**config.mk**
```make
export PLATFORM = sky130hd
export DESIGN_NAME = ipv4_input_validate_classify_top
export DESIGN_NICKNAME = d
export VERILOG_FILES = /design/src/ivc_pkg.sv /design/src/ivc_decode.sv /design/src/ivc_verdict.sv /design/src/ipv4_input_validate_classify_top.sv
export VERILOG_INCLUDE_DIRS = /design/src /design/src/src
export SDC_FILE = /design/constraint.sdc
export NUM_CORES = 1
export LEC_CHECK = 0
export BUFFER_PORTS_ARGS = -buffer_cell sky130_fd_sc_hd__buf_2
export CAP_MARGIN = 20
export CORE_ASPECT_RATIO = 2
export CORE_MARGIN = 4
export CORE_UTILIZATION = 62
export CTS_CLUSTER_SIZE = 28
export DETAILED_ROUTE_END_ITERATION = 12
export PLACE_DENSITY = 0.95
export SETUP_SLACK_MARGIN = 0.02
export SYNTH_ARGS = -nofsm -noshare
export SYNTH_HDL_FRONTEND = slang
export SYNTH_SLANG_ARGS = --single-unit
```
**constraint.sdc**
```tcl
create_clock -name clk -period 13.3 [get_ports clk]
set_input_delay 1.33 -clock clk [delete_from_list [all_inputs] [get_ports clk]]
set_output_delay 1.33 -clock clk [all_outputs]
set_load 0.02 [all_outputs]
```
**src/ipv4_input_validate_classify_top_assert.svh**
```systemverilog
// ============================================================================
// IPv4 input classifier assertion macros
// Shared concurrent assertion forms, clocked by clk and disabled in reset.
// ============================================================================
`ifndef IPV4_INPUT_VALIDATE_CLASSIFY_TOP_ASSERT_SVH
`define IPV4_INPUT_VALIDATE_CLASSIFY_TOP_ASSERT_SVH

// Condition implies property in the same cycle.
`define IVC_ASSERT_IMPL(label, cond, prop) \
    label: assert property (@(posedge clk) disable iff (!rst_n) (cond) |-> (prop)) \
        else $error("assertion failed: same-cycle implication");

// Condition implies property in the next cycle.
`define IVC_ASSERT_NEXT(label, cond, prop) \
    label: assert property (@(posedge clk) disable iff (!rst_n) (cond) |=> (prop)) \
        else $error("assertion failed: next-cycle implication");

`endif

```
**src/ivc_pkg.sv**
```systemverilog
// ============================================================================
// IPv4 input classifier package
// Verdict codes, register indexes, field constants and shared stage types.
// ============================================================================
`timescale 1ns / 1ps
`default_nettype none

package ivc_pkg;

    // Verdict codes.
    localparam logic [3:0] V_FORWARD     = 4'd0;
    localparam logic [3:0] V_DNAT        = 4'd1;
    localparam logic [3:0] V_OUTPUT      = 4'd2;
    localparam logic [3:0] V_LOCAL       = 4'd3;
    localparam logic [3:0] V_NO_ROUTE    = 4'd4;
    localparam logic [3:0] V_BAD_CKSUM   = 4'd5;
    localparam logic [3:0] V_BAD_ADDR    = 4'd6;
    localparam logic [3:0] V_BAD_LENGTH  = 4'd7;
    localparam logic [3:0] V_BAD_VERSION = 4'd8;
    localparam logic [3:0] V_OTHER_HOST  = 4'd9;
    localparam logic [3:0] V_DIVERT_BASE = 4'd10;
    localparam logic [3:0] V_DIVERT_LAST = 4'd13;

    // Configuration register indexes.
    localparam logic [2:0] REG_L3_TYPE  = 3'd0;
    localparam logic [2:0] REG_DIVERT_0 = 3'd1;
    localparam logic [2:0] REG_DIVERT_1 = 3'd2;
    localparam logic [2:0] REG_DIVERT_2 = 3'd3;
    localparam logic [2:0] REG_DIVERT_3 = 3'd4;

    // Checksum offload status codes.
    localparam logic [1:0] CK_BAD = 2'd2;

    // Ethernet domain codes.
    localparam logic [2:0] DOM_LOOPBACK  = 3'd0;
    localparam logic [2:0] DOM_BROADCAST = 3'd2;
    localparam logic [2:0] DOM_MULTICAST = 3'd3;
    localparam logic [2:0] DOM_LAST_HOST = 3'd3;

    localparam logic [15:0] MIN_HDR_BYTES = 16'd20;
    localparam logic [3:0]  IPV4_VERSION  = 4'd4;
    localparam logic [3:0]  MIN_IHL       = 4'd5;
    localparam int          NUM_DIVERT    = 4;

    // Configuration register file.
    typedef struct packed {
        logic [7:0] l3_type;
        logic [NUM_DIVERT-1:0][7:0] divert;
    } cfg_t;

    // Decoded checks for one packet, in priority order.
    typedef struct packed {
        logic       link_short;
        logic       ck_bad_status;
        logic       ck_check;
        logic       dst_zero;
        logic       ver_bad;
        logic       ihl_short;
        logic       tot_short;
        logic       dom_bc_mc;
        logic       dom_other;
        logic       ip_mcast;
        logic       route_miss;
        logic       divert_hit;
        logic [1:0] divert_slot;
        logic       dom_loop;
        logic       local_hit;
        logic       dnat;
        logic       batch;
    } flags_t;

endpackage

`default_nettype wire

```
**src/ivc_decode.sv**
```systemverilog
// ============================================================================
// IPv4 input classifier header decode
// Evaluates every header and lookup check and forms partial checksum sums.
// ============================================================================
`timescale 1ns / 1ps
`default_nettype none

module ivc_decode (
    input  wire logic [63:0]   hdr_a,
    input  wire logic [63:0]   hdr_b,
    input  wire logic [31:0]   dst_address,
    input  wire logic [15:0]   link_length,
    input  wire logic [1:0]    cksum_status,
    input  wire logic [2:0]    eth_domain,
    input  wire logic          route_found,
    input  wire logic [7:0]    hop_type,
    input  wire logic          hop_is_local,
    input  wire logic [31:0]   hop_address,
    input  wire logic          dnat_flow_hit,
    input  wire logic          batch_last,
    input  wire ivc_pkg::cfg_t cfg,
    output ivc_pkg::flags_t    flags,
    output logic [17:0]        sum_a,
    output logic [17:0]        sum_b,
    output logic [16:0]        sum_d
);

    logic [3:0]  version;
    logic [3:0]  ihl;
    logic [15:0] tot_len;
    logic        hit;
    logic [1:0]  slot;

    assign version = hdr_a[63:60];
    assign ihl     = hdr_a[59:56];
    assign tot_len = hdr_a[47:32];

    // Four-word partial sums of the header halves and a two-word sum of the destination.
    assign sum_a = 18'(hdr_a[63:48]) + 18'(hdr_a[47:32])
                 + 18'(hdr_a[31:16]) + 18'(hdr_a[15:0]);
    assign sum_b = 18'(hdr_b[63:48]) + 18'(hdr_b[47:32])
                 + 18'(hdr_b[31:16]) + 18'(hdr_b[15:0]);
    assign sum_d = 17'(dst_address[31:16]) + 17'(dst_address[15:0]);

    // Lowest divert slot holding the hop type wins; type zero never diverts.
    always_comb
    begin
        hit  = 1'b0;
        slot = 2'd0;
        for (int k = ivc_pkg::NUM_DIVERT - 1; k >= 0; k--)
        begin
            if (cfg.divert[k] == hop_type)
            begin
                hit  = 1'b1;
                slot = 2'(k);
            end
        end
        if (hop_type == 8'd0)
        begin
            hit = 1'b0;
        end
    end

    // Individual checks.
    always_comb
    begin
        flags.link_short    = link_length < ivc_pkg::MIN_HDR_BYTES;
        flags.ck_bad_status = cksum_status == ivc_pkg::CK_BAD;
        flags.ck_check      = !cksum_status[1];
        flags.dst_zero      = dst_address == 32'd0;
        flags.ver_bad       = version != ivc_pkg::IPV4_VERSION;
        flags.ihl_short     = ihl < ivc_pkg::MIN_IHL;
        flags.tot_short     = tot_len < {10'd0, ihl, 2'b00};
        flags.dom_bc_mc     = eth_domain == ivc_pkg::DOM_BROADCAST
                           || eth_domain == ivc_pkg::DOM_MULTICAST;
        flags.dom_other     = eth_domain > ivc_pkg::DOM_LAST_HOST;
        flags.ip_mcast      = (&dst_address) || dst_address[31:28] == 4'hE;
        flags.route_miss    = !route_found;
        flags.divert_hit    = hit;
        flags.divert_slot   = slot;
        flags.dom_loop      = eth_domain == ivc_pkg::DOM_LOOPBACK;
        flags.local_hit     = hop_type == cfg.l3_type && hop_is_local
                           && dst_address == hop_address;
        flags.dnat          = dnat_flow_hit;
        flags.batch         = batch_last;
    end

endmodule

`default_nettype wire

```
**src/ivc_verdict.sv**
```systemverilog
// ============================================================================
// IPv4 input classifier verdict select
// Picks the first failing or matching check in forwarding-rule order.
// ============================================================================
`timescale 1ns / 1ps
`default_nettype none

module ivc_verdict (
    input  wire ivc_pkg::flags_t flags,
    input  wire logic            cksum_ok,
    output logic [3:0]           verdict
);

    // Priority chain, first hit decides.
    always_comb
    begin
        if (flags.link_short)
            verdict = ivc_pkg::V_BAD_LENGTH;
        else if (flags.ck_bad_status || (flags.ck_check && !cksum_ok))
            verdict = ivc_pkg::V_BAD_CKSUM;
        else if (flags.dst_zero)
            verdict = ivc_pkg::V_BAD_ADDR;
        else if (flags.ver_bad)
            verdict = ivc_pkg::V_BAD_VERSION;
        else if (flags.ihl_short || flags.tot_short)
            verdict = ivc_pkg::V_BAD_LENGTH;
        else if (flags.dom_bc_mc)
            verdict = ivc_pkg::V_LOCAL;
        else if (flags.dom_other)
            verdict = ivc_pkg::V_OTHER_HOST;
        else if (flags.ip_mcast)
            verdict = ivc_pkg::V_LOCAL;
        else if (flags.route_miss)
            verdict = ivc_pkg::V_NO_ROUTE;
        else if (flags.divert_hit)
            verdict = ivc_pkg::V_DIVERT_BASE + {2'b00, flags.divert_slot};
        else if (flags.dom_loop)
            verdict = ivc_pkg::V_OUTPUT;
        else if (flags.local_hit)
            verdict = flags.dnat ? ivc_pkg::V_DNAT : ivc_pkg::V_LOCAL;
        else
            verdict = ivc_pkg::V_FORWARD;
    end

endmodule

`default_nettype wire

```
**src/ipv4_input_validate_classify_top.sv**
```systemverilog
// Path: an accepted word passes the decode, checksum fold and verdict registers
// in turn. Throughput: one word per cycle unless the output stalls; each stage
// advances when the one after it is empty or draining, so a stalled output
// does not block a filling pipe.
// Reset: asynchronous, clears all valid bits and restores the registers to
// their defaults (layer-3 type 1, divert slots unused).
// ============================================================================
// IPv4 input validate and classify top level
// Three-stage header validation pipeline with a configuration write port.
// ============================================================================
`timescale 1ns / 1ps
`default_nettype none

`include "ipv4_input_validate_classify_top_assert.svh"

module ipv4_input_validate_classify_top (
    input  wire logic        clk,
    input  wire logic        rst_n,
    input  wire logic        cfg_valid,
    output logic             cfg_ready,
    input  wire logic [2:0]  cfg_index,
    input  wire logic [7:0]  cfg_data,
    input  wire logic        in_valid,
    output logic             in_ready,
    input  wire logic [63:0] hdr_a,
    input  wire logic [63:0] hdr_b,
    input  wire logic [31:0] dst_address,
    input  wire logic [15:0] link_length,
    input  wire logic [1:0]  cksum_status,
    input  wire logic [2:0]  eth_domain,
    input  wire logic        route_found,
    input  wire logic [7:0]  hop_type,
    input  wire logic        hop_is_local,
    input  wire logic [31:0] hop_address,
    input  wire logic        dnat_flow_hit,
    input  wire logic        batch_last,
    output logic             out_valid,
    input  wire logic        out_ready,
    output logic [3:0]       verdict,
    output logic             batch_end
);

    ivc_pkg::cfg_t   cfg_reg;
    ivc_pkg::flags_t dec_flags;
    logic [17:0]     dec_sum_a;
    logic [17:0]     dec_sum_b;
    logic [16:0]     dec_sum_d;

    logic            s1_valid_reg;
    ivc_pkg::flags_t s1_flags_reg;
    logic [17:0]     s1_sum_a_reg;
    logic [17:0]     s1_sum_b_reg;
    logic [16:0]     s1_sum_d_reg;

    logic            s2_valid_reg;
    ivc_pkg::flags_t s2_flags_reg;
    logic [16:0]     s2_fold_reg;

    logic            out_valid_reg;
    logic [3:0]      verdict_reg;
    logic            batch_end_reg;

    logic            s1_ready;
    logic            s2_ready;
    logic            s3_ready;
    logic [19:0]     total;
    logic [16:0]     fold_next;
    logic [16:0]     fold2;
    logic            cksum_ok;
    logic [3:0]      verdict_next;

    // Configuration registers, always writable.
    assign cfg_ready = 1'b1;

    always_ff @(posedge clk or negedge rst_n)
    begin
        if (!rst_n)
        begin
            cfg_reg.l3_type <= 8'd1;
            cfg_reg.divert  <= '0;
        end
        else if (cfg_valid)
        begin
            unique case (cfg_index)
                ivc_pkg::REG_L3_TYPE:  cfg_reg.l3_type   <= cfg_data;
                ivc_pkg::REG_DIVERT_0: cfg_reg.divert[0] <= cfg_data;
                ivc_pkg::REG_DIVERT_1: cfg_reg.divert[1] <= cfg_data;
                ivc_pkg::REG_DIVERT_2: cfg_reg.divert[2] <= cfg_data;
                ivc_pkg::REG_DIVERT_3: cfg_reg.divert[3] <= cfg_data;
                default: ;
            endcase
        end
    end

    // Backpressure: a stage takes a new word when empty or when it drains.
    assign s3_ready = !out_valid_reg || out_ready;
    assign s2_ready = !s2_valid_reg || s3_ready;
    assign s1_ready = !s1_valid_reg || s2_ready;
    assign in_ready = s1_ready;

    // Stage 1: decode checks and partial sums.
    ivc_decode u_decode (
        .hdr_a         (hdr_a),
        .hdr_b         (hdr_b),
        .dst_address   (dst_address),
        .link_length   (link_length),
        .cksum_status  (cksum_status),
        .eth_domain    (eth_domain),
        .route_found   (route_found),
        .hop_type      (hop_type),
        .hop_is_local  (hop_is_local),
        .hop_address   (hop_address),
        .dnat_flow_hit (dnat_flow_hit),
        .batch_last    (batch_last),
        .cfg           (cfg_reg),
        .flags         (dec_flags),
        .sum_a         (dec_sum_a),
        .sum_b         (dec_sum_b),
        .sum_d         (dec_sum_d)
    );

    always_ff @(posedge clk or negedge rst_n)
    begin
        if (!rst_n)
            s1_valid_reg <= 1'b0;
        else if (s1_ready)
            s1_valid_reg <= in_valid;
    end

    always_ff @(posedge clk)
    begin
        if (s1_ready && in_valid)
        begin
            s1_flags_reg <= dec_flags;
            s1_sum_a_reg <= dec_sum_a;
            s1_sum_b_reg <= dec_sum_b;
            s1_sum_d_reg <= dec_sum_d;
        end
    end

    // Stage 2: add the partial sums and fold the carries once.
    assign total     = 20'(s1_sum_a_reg) + 20'(s1_sum_b_reg) + 20'(s1_sum_d_reg);
    assign fold_next = 17'(total[15:0]) + 17'(total[19:16]);

    always_ff @(posedge clk or negedge rst_n)
    begin
        if (!rst_n)
            s2_valid_reg <= 1'b0;
        else if (s2_ready)
            s2_valid_reg <= s1_valid_reg;
    end

    always_ff @(posedge clk)
    begin
        if (s2_ready && s1_valid_reg)
        begin
            s2_flags_reg <= s1_flags_reg;
            s2_fold_reg  <= fold_next;
        end
    end

    // Stage 3: second fold, checksum test and verdict select.
    assign fold2    = 17'(s2_fold_reg[15:0]) + 17'(s2_fold_reg[16]);
    assign cksum_ok = fold2 == 17'h0FFFF;

    ivc_verdict u_verdict (
        .flags    (s2_flags_reg),
        .cksum_ok (cksum_ok),
        .verdict  (verdict_next)
    );

    always_ff @(posedge clk or negedge rst_n)
    begin
        if (!rst_n)
            out_valid_reg <= 1'b0;
        else if (s3_ready)
            out_valid_reg <= s2_valid_reg;
    end

    always_ff @(posedge clk)
    begin
        if (s3_ready && s2_valid_reg)
        begin
            verdict_reg   <= verdict_next;
            batch_end_reg <= s2_flags_reg.batch;
        end
    end

    assign out_valid = out_valid_reg;
    assign verdict   = verdict_reg;
    assign batch_end = batch_end_reg;

    // A stalled word in a middle stage must stay put.
    `IVC_ASSERT_NEXT(a_s1_hold, s1_valid_reg && !s2_ready, s1_valid_reg)
    `IVC_ASSERT_NEXT(a_s2_hold, s2_valid_reg && !s3_ready, s2_valid_reg)
    // A short link frame always lands as a bad length verdict.
    `IVC_ASSERT_NEXT(a_link_short, s2_valid_reg && s3_ready && s2_flags_reg.link_short,
        out_valid_reg && verdict_reg == ivc_pkg::V_BAD_LENGTH)
    // Verdict codes stay within the defined set.
    `IVC_ASSERT_IMPL(a_verdict_range, out_valid_reg, verdict_reg <= ivc_pkg::V_DIVERT_LAST)

endmodule

`default_nettype wire

```
==> flow_summary.toml <==
[cells_and_area]
diodes = 0
drive_gt1_share_pct = 23.1
layout_commonest_cell = "buf_2"
nets = 1921
largest_reg_flops = 40
area_growth_pct = 17.1
final_cell_mix = "buf_2, inv_1, edfxtp_1, ha_1, xnor2_1"

[drt]
num_vias = 10900
ant_nets = 0
drc = 0
via_per_inst = 6.09
totalWireLength_um = 35500
wire_per_inst_um = 19.8
drtIter0Drc = 844
dr.pass1.iters = 5

[job]
maxCapViolations = 0

[timing]
fin_setup_tns_ns = 0
finalHoldViolCount = 0
drv_slew = 0
max_freq_mhz = 189
slew_headroom_pct = 27.7
clock_skew_ns = 0.00852
setup_viol = 0
rsz0062_at_grt = "false"
min_period_ns = 5.29
min_period_over_period_pct = 39.8
hold_slack_ns = 0.422
worst_pin_slew_ns = 1.08

[worst_hold_path]
min_path_cells = 0
min_from = "s1_flags_reg[16]$_DFFE_PP_"
hold_path_class = "flop to flop"
worstHoldEndpoint = "s2_flags_reg[16]$_DFFE_PP_"

[critical_path]
worst-setup-path-type = "flop to flop"
r2r_cells = 18
rr_endpoint = "s2_fold_reg[14]$_DFFE_PP_"
rrSetupSlack_ns = 8.01
crit_arrival_ns = 5.45
startpoint_type = "flop"
cp-end-kind = "flop"
r2r-start = "s1_sum_a_reg[1]$_DFFE_PP_"
cp_data_required_time_ns = 13.46
crit_fanout = 6

[global_route]
grt_usage_pct = 30.1
antenna_found_initial = 0
grt_overflow_total = 0
grt_max_degree = 72
grt_pass1_vias = 11300
grt_pass1_wl_um = 53900

[synthesis]
synth_area_leader_cell = "edfxtp_1"
syn_nets = 1665
synthXorXnorAreaFrac_pct = 10.7
synthCells = 1261
async_flop_share_pct = 27.9
ys_ff_latch = 154
synth_top_area_share_pct = 26.1
synth_edf_count = 111
synth_compound_area_share_pct = 12.8
synth_mux_area_share_pct = 3.53
synthFlopType = "edfxtp_1"
yosys.area_share.simple_pct = 13.7
ys_types = 78
syn_area_per_cell_sq_um = 10.1
synthAdderAreaFrac_pct = 19.3
ys_seq_area_share_pct = 34.6
synth_top_family_by_area = "adder cells"
syn_area_sq_um = 12800
yosys-top-cells-area = "edfxtp_1, ha_1, fa_1"
ys_warn_count = 0

[floorplan]
die_area_sq_um = 23100
fp.dieH_um = 211
core_area_sq_um = 20400
die_x_um = 109
io_pins = 249
rows = 74
initial_core_util_pct = 62.6

[clock_network]
clock_sinks = 154
htree_levels = 4
cts_tree = "done"
clock_latency_ns = 0.43
cts_buffers = 17
clockBufferDepth = 2
ctsResizeCount = 0
cts-hold-fix-buffers = 0
path_clk_slew_ns = 0.07
cts_setup_buffers = 0
cts-root-buf = "clkbuf_16"

[power]
p_leak_nw = 6.71
vdd_ir_drop_max_mv = 0.160
p_per_area_nw_per_um2 = 225

[placement]
io_buffers = 245
gp_congestion = 0.947
dpl.hpwl_um = 27300

[outcome]
run_status = "finished, final reports clean"
[metrics by stage]
step / util (%) / power [W] / setup slack [ns] / instances / cell area, sq um
global placement: 70.2 / 0.00265 / 7.77 / 1761 / 14300
detailed placement: 70.2 / 0.00277 / 7.74 / 1761 / 14300
finish: 73.3 / 0.00336 / 8.01 / 1796 / 14900
global route: 73.3 / 0.00358 / 7.84 / 1796 / 14900
floorplan: - / 0.00232 / 8.30 / 1261 / 12800
CTS: 73.2 / 0.00333 / 8.05 / 1793 / 14900
[worst max-delay path by stage]
| stage | cells past startpoint | slack, ns | from | to |
|---|---|---|---|---|
| after CTS | 18 | 8.05 | s1_sum_a_reg[1]$_DFFE_PP_ | s2_fold_reg[14]$_DFFE_PP_ |
| final | 18 | 8.01 | s1_sum_a_reg[1]$_DFFE_PP_ | s2_fold_reg[14]$_DFFE_PP_ |
| after floorplan | 17 | 8.30 | hdr_a[32] | s1_sum_a_reg[16]$_DFFE_PP_ |
| after global routing | 18 | 7.84 | hdr_a[32] | s1_sum_a_reg[16]$_DFFE_PP_ |
| after global placement | 19 | 7.77 | hdr_a[32] | s1_sum_a_reg[16]$_DFFE_PP_ |
| after detailed placement | 18 | 7.74 | hdr_a[32] | s1_sum_a_reg[16]$_DFFE_PP_ |
[metal layers]
layer	global-route usage [%]	part of all wire (%)
met1	27.9	32
met2	56.8	55
met3	4.77	5.0
met4	21.6	7.9
met5	0	0
[cell families (layout without fill, tap and decap cells)]
family / after synthesis / count (layout)
multiplexers: 40 / 40
buffers and inverters: 183 / 452
flip-flops: 154 / 154
adder cells (fa/ha/maj): 163 / 163
XOR/XNOR: 156 / 156
AND/OR/NAND/NOR: 328 / 328
other: 1 / 1
AO/OA/AOI/OAI: 236 / 236
[final cells by class]
class                   count  area, sq um
clock buffers              17          425
clock inverters            15          198
fillers                  1369         5430
inverters                 170          638
multi-input cells         924         7670
flip-flops and latches    154         4410
well taps                 266          333
repair buffers            250         1260
[critical path, cell delays in order (launching register included)]
cell       delay (ns)
edfxtp_1         0.51
fa_1             0.52
ha_1             0.25
fa_1             0.43
a211o_1          0.34
a21oi_4          0.22
o211ai_2         0.12
a21o_1           0.17
a21o_1           0.22
a2111oi_2        0.39
nor3_1           0.14
fa_1             0.47
nor2b_1          0.12
o21ai_0          0.09
nand2b_1         0.21
nand4_1          0.16
nor2_1           0.33
nand3_1          0.14
xnor2_1          0.16
[synthesized netlist by cell type, drive strengths merged, types with 15 or more instances]
master,n
inv,170
dfrtp,42
nor3,34
nand2,54
o21ai,43
nor4,29
a21o,19
ha,107
a211oi,18
nor2b,15
nor2,65
xor2,60
nand4,30
edfxtp,111
xnor2,96
or3,18
mux2,40
nand3,31
o21a,15
a21oi,64
fa,56
[power by group]
group	switching [W]	internal [W]	total [W]
logic	0.00116	0.000842	0.00201
clock network	0.000218	0.000303	0.000521
registers	0.0000979	0.000739	0.000837
total	0.00148	0.00188	0.00336
Note: power is estimated with default switching activity, not from simulation.
